`config.mk`:
```
export PLATFORM = sky130hd
export DESIGN_NAME = schist_plan
export DESIGN_NICKNAME = d
export VERILOG_FILES = /design/src/rtl/core/scrolling_strip_chart_histogram_unit_macros.svh /design/src/rtl/core/schist_pkg.sv /design/src/rtl/core/schist_plan.sv
export SDC_FILE = /design/constraint.sdc
export NUM_CORES = 1
export LEC_CHECK = 0
export BUFFER_PORTS_ARGS = -buffer_cell sky130_fd_sc_hd__buf_2
export CAP_MARGIN = 10
export CORE_MARGIN = 8
export CORE_UTILIZATION = 50
export CTS_CLUSTER_SIZE = 14
export DETAILED_ROUTE_END_ITERATION = 10
export GPL_ROUTABILITY_DRIVEN = 0
export PLACE_DENSITY = 0.92
export SETUP_SLACK_MARGIN = 0.02
export SLEW_MARGIN = 15
export SYNTH_ARGS = -nofsm -noshare
export SYNTH_HDL_FRONTEND = slang
export SYNTH_SLANG_ARGS = --single-unit
```
`constraint.sdc`:
```
create_clock -name clk_i -period 3.58 [get_ports clk_i]
set_input_delay 0.179 -clock clk_i [delete_from_list [all_inputs] [get_ports clk_i]]
set_output_delay 0.179 -clock clk_i [all_outputs]
set_load 0.01 [all_outputs]
```
`src/rtl/core/scrolling_strip_chart_histogram_unit_macros.svh`:
```
// ----------------------------------------------------------------------------
// Strip-chart histogram assertion macros
// Shared concurrent assertion forms for the histogram unit.
// ----------------------------------------------------------------------------
`ifndef SCROLLING_STRIP_CHART_HISTOGRAM_UNIT_MACROS_SVH
`define SCROLLING_STRIP_CHART_HISTOGRAM_UNIT_MACROS_SVH

// Same-cycle implication, checked outside reset.
`define SCHIST_ASSERT_IMPL(lbl, ante, cons, msg) \
  lbl: assert property (@(posedge clk_i) disable iff (!rst_ni) (ante) |-> (cons)) \
    else $error(msg);

// Next-cycle implication, checked outside reset.
`define SCHIST_ASSERT_NEXT(lbl, ante, cons, msg) \
  lbl: assert property (@(posedge clk_i) disable iff (!rst_ni) (ante) |=> (cons)) \
    else $error(msg);

`endif

```
`src/rtl/core/schist_pkg.sv`:
```
// ----------------------------------------------------------------------------
// Strip-chart histogram package
// Field widths, mode codes and the shift plan record.
// ----------------------------------------------------------------------------
`default_nettype none

package schist_pkg;

  localparam int unsigned DATA_W  = 32;
  localparam int unsigned IDX_W   = 12;
  localparam int unsigned MODE_W  = 2;
  // Wide enough to hold the largest bin count itself.
  localparam int unsigned SHIFT_W = IDX_W + 1;

  localparam logic [MODE_W-1:0] MODE_INCR  = 2'd0;
  localparam logic [MODE_W-1:0] MODE_READ  = 2'd1;
  localparam logic [MODE_W-1:0] MODE_WRITE = 2'd2;

  // Result of the window check for one increment.
  typedef struct packed {
    logic               shift_dn;
    logic               shift_up;
    logic               clear_all;
    logic [SHIFT_W-1:0] shift;
    logic [IDX_W-1:0]   lidx;
    logic [DATA_W-1:0]  offset;
  } plan_t;

endpackage

`default_nettype wire

```
`src/rtl/core/schist_plan.sv`:
```
// ----------------------------------------------------------------------------
// Strip-chart histogram shift planner
// Registers the window decision for one increment: shift direction, amount,
// landing bin and the new offset.
// ----------------------------------------------------------------------------
`default_nettype none

module schist_plan #(
  parameter int unsigned NUM_BINS = 1024
) (
  input  wire logic                            clk_i,
  input  wire logic                            en_i,
  input  wire logic [schist_pkg::DATA_W:0]     diff_i,
  input  wire logic [schist_pkg::DATA_W-1:0]   tc_i,
  input  wire logic [schist_pkg::DATA_W-1:0]   off_i,
  output schist_pkg::plan_t                    plan_o
);
  import schist_pkg::*;

  localparam int unsigned LAND = NUM_BINS - NUM_BINS / 4;
  localparam int unsigned SW   = DATA_W + 2;

  logic          is_dn;
  logic          is_up;
  logic [SW-1:0] s_dn;
  logic [SW-1:0] s_up;
  logic [SW-1:0] s_amt;
  logic          big;
  plan_t         plan_d;
  plan_t         plan_q;

  always_comb begin
    is_up = diff_i[DATA_W];
    is_dn = !diff_i[DATA_W] && (diff_i >= (DATA_W + 1)'(NUM_BINS));
    // Distance that puts the bin at three quarters of the window.
    s_dn  = {1'b0, diff_i} - SW'(LAND);
    // Magnitude of a negative bin.
    s_up  = SW'(0) - {diff_i[DATA_W], diff_i};
    s_amt = is_dn ? s_dn : s_up;
    big   = s_amt >= SW'(NUM_BINS);

    plan_d.shift_dn  = is_dn;
    plan_d.shift_up  = is_up;
    plan_d.clear_all = (is_dn || is_up) && big;
    plan_d.shift     = big ? SHIFT_W'(NUM_BINS) : s_amt[SHIFT_W-1:0];
    priority if (is_dn) begin
      plan_d.lidx   = IDX_W'(LAND);
      plan_d.offset = tc_i - DATA_W'(LAND);
    end else if (is_up) begin
      plan_d.lidx   = '0;
      plan_d.offset = tc_i;
    end else begin
      plan_d.lidx   = diff_i[IDX_W-1:0];
      plan_d.offset = off_i;
    end
  end

  always_ff @(posedge clk_i) begin
    if (en_i) begin
      plan_q <= plan_d;
    end
  end

  assign plan_o = plan_q;

endmodule

`default_nettype wire

```
==> results of run 1 <==
-- logic make-up after synthesis --
group / Yosys count / synth area share, %
DFF: 60 / 43.52
xor gates and xnor gates: 32 / 6.769
AOI/OAI and AO/OA: 95 / 15.62
adders and majority gates: 4 / 1.209
and+or+nand+nor: 215 / 27.26
muxes: 4 / 0.9671
other: 1 / 0.09057
buffers and inverters: 41 / 4.563
-- power breakdown --
group	switching (W)	total (W)	internal, W
Clock	0.000284	0.000680	0.000396
Combinational	0.000203	0.000338	0.000135
Sequential	0.0000151	0.000842	0.000827
Total	0.000502	0.00186	0.00136
-- per-layer routing --
| metal | vias up | GRT usage [%] |
|---|---|---|
| met1 | 2079 | 27.91 |
| met4 | 0 | 10.65 |
| li1 | 2039 | - |
| met3 | 56 | 6.359 |
| met5 | - | 0 |
| met2 | 358 | 41.83 |
-- cells in the mapped netlist (all sizes together), types with 3 or more instances --
cell,instances
nand2,67
edfxtp,60
nor2,35
nor3,35
o21ai,29
xnor2,22
clkbuf,19
a21oi,17
nor4,15
or4,15
inv,12
buf,10
xor2,10
nand3,9
and2,7
nand4,7
or3,7
a31oi,6
o211ai,6
o41ai,5
or2,5
ha,4
mux2i,4
nor3b,4
o31ai,3
o32ai,3
-- worst max path at each step --
stage,depth (start not counted),to
2_1_floorplan,12,plan_o[54]
3_3_place_gp,11,plan_o[47]
3_5_place_dp,11,plan_o[45]
4_1_cts,11,plan_o[45]
5_1_grt,13,plan_o[45]
6_report,11,plan_o[45]
-- final cells by class --
class / count / share of cell area [%]
clock buffers: 9 / 2.321
clock inverters: 7 / 1.852
inverters: 12 / 0.8439
multi-input cells: 354 / 40.58
flip-flops and latches: 60 / 33.76
well taps: 105 / 2.461
repair buffers: 182 / 18.19
-- per-stage QoR --
step | setup slack, ns | power (W) | cell area (sq um) | hold slack [ns] | utilization [%]
after floorplan | 0.3693 | 0.001007 | 4151 | 0.2779 | -
after global placement | 0.2317 | 0.001176 | 5115 | 0.4468 | 62.88
after detailed placement | 0.1339 | 0.001189 | 5115 | 0.4561 | 62.88
after CTS | 0.5018 | 0.001862 | 5338 | 0.09158 | 65.62
after global routing | 0.2673 | 0.001921 | 5338 | 0.1055 | 65.62
final | 0.4757 | 0.001860 | 5338 | 0.1045 | 65.62
-- worst max-delay path: stages --
cell and delay (ns):
buf_2 0.11, or4_4 0.54, or4_4 0.58, o21ai_4 0.21, inv_2 0.17, nor3b_1 0.21, o32ai_1 0.10, or4_1 0.55
or2_1 0.25, buf_4 0.20, nor3_2 0.19
==> run_results.csv, run 1 <==
group,metric,value,unit
floorplan,die_w,107.0,um
detailed_routing,met1_length,5258,um
worst_setup_path,path_class,"in2reg",
outcome,status,"completed",
cts,htreeDepth,3,
pwr,vdd_drop_max,228.8,uV
worst_setup_path,cp_data_required_time,3.78,ns
sta,fmax,322.1,MHz
synthesis,synth.distinct_cells,59,
cts,clock_sinks,60,
worst_hold_path,worstHoldEndpoint,"plan_o[7]",
detailed_routing,routed_wl,14340,um
cts,cts_setup_buffers,0,
layout,drive_gt1_share,34.78,%
synthesis,ys_seq_area_share,43.52,%
worst_setup_path,crit_start,"diff_i[18]",
detailed_routing,num_vias,4532,
detailed_routing,wl_per_cell,19.67,um
layout,final_cell_count_no_fill,729,
synthesis,synth_seq_cells,60,
global_route,antenna_found_initial,0,
synthesis,synthFlopType,"edfxtp_1",
floorplan,io_pins,159,
cts,ctsResizeCount,0,
worst_hold_path,min_path_type,"in2reg",
sta,finalMaxSlewViolations,0,
place,port_buffers,158,
flow_run,cap_violations,0,
global_route,grt_usage,24.34,%
layout,final_cell_mix,"buf_2, nand2_1, edfxtp_1",
global_route,grt_max_degree,57,
layout,fin_nets,722,
worst_setup_path,crit_arrival,3.30,ns
pwr,powerDensity,348.5,nW/um^2
worst_setup_path,start_kind,"input pin",
synthesis,synth_edf_count,60,
worst_setup_path,cp_max_fo,16,
global_route,grt_pass1_vias,4534,
sta,maxSlewHeadroom,52.22,%
floorplan,dieArea,11450,sq um
layout,diodes,0,
synthesis,syn_area_per_cell,9.160,sq um
sta,finalSetupTns,0,ns
place,placed_cells,713,
layout,area_growth_syn_to_layout,28.92,%
sta,fin_crit_sh,86.71,%
worst_hold_path,holdPathStages,3,
synthesis,synthTopCellsByArea,"edfxtp_1, nand2_1, xnor2_1, o21ai_0, nor2_1",
layout,nFillCells,624,
detailed_routing,met3_length,1651,um
sta,min_period,3.104,ns
sta,worst_pin_slew,0.7112,ns
floorplan,die_y,107.0,um
synthesis,ys_warn_count,0,
pwr,leakage,2.052,nW
cts,cts_inserted_buffers,9,
sta,rsz0062_at_grt,"no",
synthesis,synthCells,452,
worst_hold_path,min_from,"tc_i[7]",
cts,clockBufferDepth,2,
layout,multi_input_area,2166,sq um
worst_setup_path,crit_path_end_kind,"flop",
detailed_routing,highest_layer,"met4",
sta,hold_viol,0,
cts,cts_hold_buf,0,
detailed_routing,drt_iter0_markers,401,
layout,seq_area,1802,sq um
detailed_routing,dr_wl_met2,6932,um
global_route,grt_pass1_wl,22550,um
floorplan,initial_core_util,50.90,%
synthesis,mappedNetlistArea,4140,sq um
global_route,grt-ovfl-total,0,
place,dp_hpwl,11080,um
detailed_routing,avgViaCountPerCell,6.217,
sta,setup_violations,0,
cts,tritoncts,"yes",
floorplan,core_area,8134,sq um
synthesis,synth_top_area_cell,"edfxtp_1",
cts,cts.clk_slew.worst_paths,0.07,ns
detailed_routing,drc,0,
cts,clockRootBuffer,"clkbuf_8",
floorplan,num_rows,33,
layout,largest_reg_flops,60,
detailed_routing,dr.pass1.iters,5,
synthesis,async_flop_share,0,%
detailed_routing,antenna_left,0,
layout,final_common_cell,"buf_2",
synthesis,yosys.area.top_type_share,43.52,%
Note: power is estimated with default switching activity, not from simulation.
==> run 2, diff against run 1 <==
--- a/config.mk
+++ b/config.mk
@@ -7,12 +7,14 @@
 export LEC_CHECK = 0
 export BUFFER_PORTS_ARGS = -buffer_cell sky130_fd_sc_hd__buf_2
 export CAP_MARGIN = 10
+export CELL_PAD_IN_SITES_DETAIL_PLACEMENT = 1
+export CELL_PAD_IN_SITES_GLOBAL_PLACEMENT = 2
 export CORE_MARGIN = 8
-export CORE_UTILIZATION = 50
+export CORE_UTILIZATION = 29
 export CTS_CLUSTER_SIZE = 14
 export DETAILED_ROUTE_END_ITERATION = 10
 export GPL_ROUTABILITY_DRIVEN = 0
-export PLACE_DENSITY = 0.92
+export PLACE_DENSITY = 0.93
 export SETUP_SLACK_MARGIN = 0.02
 export SLEW_MARGIN = 15
 export SYNTH_ARGS = -nofsm -noshare
==> run 2 against run 1 <==
Largest cell class unchanged. Critical path depth is 2 higher. Critical endpoint is now plan_o[51]. First-iteration DRC count is 41% lower. Global-route usage is 7.2 points lower. Combinational power is 2% higher. Highest routed layer unchanged. Sequential cell count stayed put. Via count is 3.5% lower.
==> run_results.csv, run 2 (synthesis results as in run 1) <==
group,metric,value,unit
outcome,status,"completed",
cts,cts_hold_buf,0,
pwr,power.total,0.001963,W
sta,fin_crit_sh,90.03,%
floorplan,io_pins,159,
worst_setup_path,cp_common_cell,"buf_4",
pwr,vdd_drop_max,170.1,uV
global_route,grt_max_degree,57,
cts,cts_setup_buffers,0,
worst_hold_path,min_path_type,"in2reg",
flow_run,cap_violations,0,
sta,rsz0062_at_grt,"no",
sta,setup_violations,0,
worst_hold_path,holdPathStages,3,
cts,ctsResizeCount,0,
worst_setup_path,crit_path_end_kind,"flop",
sta,fmax,310.3,MHz
cts,clockRootBuffer,"clkbuf_16",
place,dp_hpwl,12750,um
global_route,antenna_found_initial,1,
pwr,leakage,2.088,nW
cts,cts_inserted_buffers,9,
worst_setup_path,cp_top_family,"simple AND/OR/NAND/NOR gates",
detailed_routing,avgViaCountPerCell,5.400,
worst_setup_path,slowest_stage,"or4_1",
floorplan,initial_core_util,29.71,%
detailed_routing,routed_wl,16110,um
worst_setup_path,path_cells,"buf_2 > inv_1 > ha_1 > nor4b_1 > buf_4 > and4_1 > nand4_1 > o41ai_1 > o311ai_0 > or4_1 > or2_1 > buf_4 > nor3_2",
cts,clockBufferDepth,2,
sta,finalSetupTns,0,ns
sta,worst_pin_slew,0.8979,ns
layout,final_cell_mix,"buf_2, nand2_1, edfxtp_1",
layout,nFillCells,1697,
layout,area_growth_syn_to_layout,33.27,%
cts,htreeDepth,3,
layout,drive_gt1_share,34.98,%
worst_setup_path,start_kind,"input pin",
floorplan,die_y,135.5,um
place,port_buffers,158,
worst_setup_path,crit_arrival,3.38,ns
floorplan,core_area,13930,sq um
pwr,powerDensity,355.8,nW/um^2
worst_setup_path,cpPeakStageDelay,0.55,ns
worst_hold_path,worstHoldEndpoint,"plan_o[3]",
worst_setup_path,path_class,"in2reg",
cts,cts.clk_slew.worst_paths,0.05,ns
sta,hold_viol,0,
cts,clock_sinks,60,
detailed_routing,antenna_left,0,
detailed_routing,dr.pass1.iters,4,
floorplan,die_w,135.5,um
layout,fin_nets,727,
detailed_routing,wl_per_cell,19.89,um
global_route,grt-ovfl-total,0,
layout,final_common_cell,"buf_2",
worst_setup_path,cp_max_fo,10,
layout,largest_reg_flops,60,
cts,tritoncts,"yes",
detailed_routing,drt_iter0_markers,237,
detailed_routing,drc,0,
sta,min_period,3.223,ns
global_route,grt_usage,17.17,%
detailed_routing,num_vias,4374,
sta,maxSlewHeadroom,40.14,%
floorplan,dieArea,18360,sq um
global_route,grt_pass1_vias,4660,
floorplan,num_rows,43,
global_route,grt_pass1_wl,24960,um
sta,finalMaxSlewViolations,0,
worst_setup_path,cp_data_required_time,3.74,ns
worst_hold_path,min_from,"off_i[3]",
worst_setup_path,crit_buf_inv,4,
[run 2: cell types whose count changed in the layout (fill, tap and decap cells not counted), sizes merged]
cell and delta:
buf +5, bufinv -2, clkbuf +1, clkinvlp +2
diode +1, inv -1
[run 2: how the worst max path moves through the flow]
stage / startpoint / endpoint / depth (start not counted)
floorplan: diff_i[17] / plan_o[54] / 12
global placement: diff_i[18] / plan_o[47] / 10
detailed placement: diff_i[0] / plan_o[51] / 13
CTS: diff_i[0] / plan_o[51] / 13
global route: diff_i[0] / plan_o[51] / 14
finish: diff_i[0] / plan_o[51] / 13
[run 2: metal layers]
layer	vias up	global-route usage (%)	wire, um
li1	2044	-	-
met1	2123	20.55	6823
met2	183	28.89	7700
met3	24	4.228	1241
met4	0	6.971	344
met5	-	0	0
[run 2: area by class of cell]
| cell class | instances | area, sq um | share of cell area [%] |
|---|---|---|---|
| multi-input combinational | 354 | 2166 | 39.25 |
| sequential | 60 | 1802 | 32.65 |
| timing repair buffer | 187 | 1008 | 18.28 |
| clock buffer | 10 | 229.0 | 4.150 |
| tap | 180 | 225.2 | 4.082 |
| inverter | 12 | 45.04 | 0.8163 |
| clock inverter | 6 | 40.04 | 0.7256 |
| antenna | 1 | 2.502 | 0.04535 |
[run 2: report_power, final]
group | internal (W) | switching [W] | leakage, nW
Clock | 0.000466 | 0.000309 | 0.123
Combinational | 0.000138 | 0.000208 | 1.38
Sequential | 0.000829 | 0.0000136 | 0.582
[run 2: metrics by stage]
stage | area (sq um) | worst slack, ns | utilization, % | hold WS [ns] | instances
2_1_floorplan | 4151 | 0.3693 | - | 0.2779 | 455
5_1_grt | 5518 | 0.1784 | 39.60 | 0.1203 | 810
3_3_place_gp | 5246 | 0.2188 | 37.65 | 0.4472 | 793
4_1_cts | 5515 | 0.3540 | 39.58 | 0.1143 | 809
6_report | 5518 | 0.3570 | 39.60 | 0.1280 | 810
3_5_place_dp | 5246 | 0.06331 | 37.65 | 0.4548 | 793
==> run 3, diff against run 2 <==
--- a/config.mk
+++ b/config.mk
@@ -7,7 +7,7 @@
 export LEC_CHECK = 0
 export BUFFER_PORTS_ARGS = -buffer_cell sky130_fd_sc_hd__buf_2
 export CAP_MARGIN = 10
-export CELL_PAD_IN_SITES_DETAIL_PLACEMENT = 1
+export CELL_PAD_IN_SITES_DETAIL_PLACEMENT = 2
 export CELL_PAD_IN_SITES_GLOBAL_PLACEMENT = 2
 export CORE_MARGIN = 8
 export CORE_UTILIZATION = 29
==> run 3 against run 2 <==
Hold slack better by 0.0033 ns. Critical path depth up 1. Maximum frequency shrank 5.7%. Cell area is 0.27% higher. Wire length up 15%. Sequential power about the same. Clock-buffer cell count unchanged. Global-route usage is 2.9 points higher. Via count is 1.6% higher. Setup slack worse by 0.20 ns. Non-clock buffer count did not move. Largest power group unchanged.
==> run_results.csv, run 3 (synthesis results as in run 1) <==
group,metric,value,unit
sta,hold_viol,0,
cts,cts_inserted_buffers,9,
outcome,status,"completed",
flow_run,cap_violations,0,
place,port_buffers,158,
worst_setup_path,crit_arrival,3.56,ns
cts,cts_hold_buf,0,
layout,nFillCells,1562,
worst_hold_path,min_path_type,"in2reg",
sta,worst_pin_slew,0.9104,ns
sta,rsz0062_at_grt,"no",
cts,tritoncts,"yes",
cts,cts.clk_slew.worst_paths,0.05,ns
floorplan,initial_core_util,29.71,%
place,pre_cts_ws,-0.02349,ns
worst_hold_path,min_from,"off_i[7]",
cts,clock_sinks,60,
global_route,grt_pass1_vias,5044,
worst_setup_path,cpPeakStageDelay,0.61,ns
global_route,grt_pass1_wl,28770,um
layout,final_common_cell,"buf_2",
place,dp_hpwl,14710,um
worst_setup_path,start_kind,"input pin",
layout,drive_gt1_share,34.66,%
layout,final_cell_count_no_fill,810,
floorplan,die_y,135.5,um
detailed_routing,routed_wl,18490,um
global_route,grt_max_degree,57,
worst_setup_path,cp_max_fo,10,
sta,fmax,292.5,MHz
global_route,grt_usage,20.10,%
pwr,powerDensity,367.0,nW/um^2
worst_setup_path,slowest_stage,"or4_1",
layout,finalInstanceArea,5533,sq um
worst_setup_path,crit_start,"diff_i[0]",
pwr,leakage,2.104,nW
global_route,grt-ovfl-total,0,
worst_setup_path,crit_path_end_kind,"flop",
floorplan,die_w,135.5,um
floorplan,dieArea,18360,sq um
cts,htreeDepth,3,
detailed_routing,drt_iter0_markers,280,
worst_setup_path,path_cells,"buf_2 > inv_1 > ha_1 > nor4b_1 > buf_4 > nand4_1 > or4_1 > a21oi_1 > a31oi_1 > nor4b_1 > buf_4 > nand4_1 > buf_4 > nor3_2",
worst_setup_path,path_class,"in2reg",
worst_setup_path,cp_common_cell,"buf_4",
place,placed_cells,793,
cts,cts_setup_buffers,0,
layout,largest_reg_flops,60,
detailed_routing,antenna_left,0,
cts,clockRootBuffer,"clkbuf_16",
sta,min_period,3.419,ns
pwr,vdd_drop_max,256.4,uV
sta,setup_violations,0,
layout,final_cell_mix,"buf_2, nand2_1, edfxtp_1",
sta,fin_hold_ws,0.1312,ns
floorplan,num_rows,43,
cts,clockBufferDepth,2,
detailed_routing,num_vias,4443,
sta,finalSetupTns,0,ns
detailed_routing,avgViaCountPerCell,5.485,
global_route,antenna_found_initial,1,
place,dpl_cell_area,5246,sq um
detailed_routing,wl_per_cell,22.82,um
sta,maxSlewHeadroom,39.30,%
worst_setup_path,cp_data_required_time,3.72,ns
floorplan,io_pins,159,
detailed_routing,drc,0,
sta,layout_setup_ws,0.1608,ns
detailed_routing,dr.pass1.iters,4,
sta,fin_crit_sh,95.51,%
sta,finalMaxSlewViolations,0,
floorplan,core_area,13930,sq um
layout,area_growth_syn_to_layout,33.64,%
cts,ctsResizeCount,0,
layout,fin_nets,727,
run 3: worst paths after layout:
kind,to,slack (ns),cells after the start
setup / recovery,plan_o[51],0.16,14
hold / removal,plan_o[7],0.13,3
run 3: report_power, final:
group / switching (W) / internal (W)
Clock: 0.000296 / 0.000531
Sequential: 0.0000159 / 0.000829
Combinational: 0.000220 / 0.000138
run 3: cell type report:
class / instances / area, sq um / area share [%]
Antenna cell: 1 / 2.502 / 0.04523
Sequential cell: 60 / 1802 / 32.56
Multi-Input combinational cell: 354 / 2166 / 39.15
Clock buffer: 10 / 229.0 / 4.138
Timing Repair Buffer: 187 / 1008 / 18.23
Clock inverter: 6 / 55.05 / 0.9950
Tap cell: 180 / 225.2 / 4.071
Inverter: 12 / 45.04 / 0.8141
run 3: per-layer routing:
metal,track usage [%],wire length (um),up-vias
li1,-,-,2045
met1,22.93,7356,2199
met2,36.51,9591,179
met3,4.043,1264,20
met4,6.724,274,0
met5,0,0,-
run 3: stage by stage:
stage	total power (W)	utilization, %
after floorplan	0.001007	-
after global placement	0.001190	37.65
after detailed placement	0.001217	37.65
after CTS	0.002048	39.69
after global routing	0.002110	39.71
final	0.002030	39.71
run 3: worst max-delay path: cells and delay by family:
family	cells	cell delay, ns
compound gates	2	0.29
simple gates	6	1.99
fa+ha+maj	1	0.23
buf+inv	5	0.85
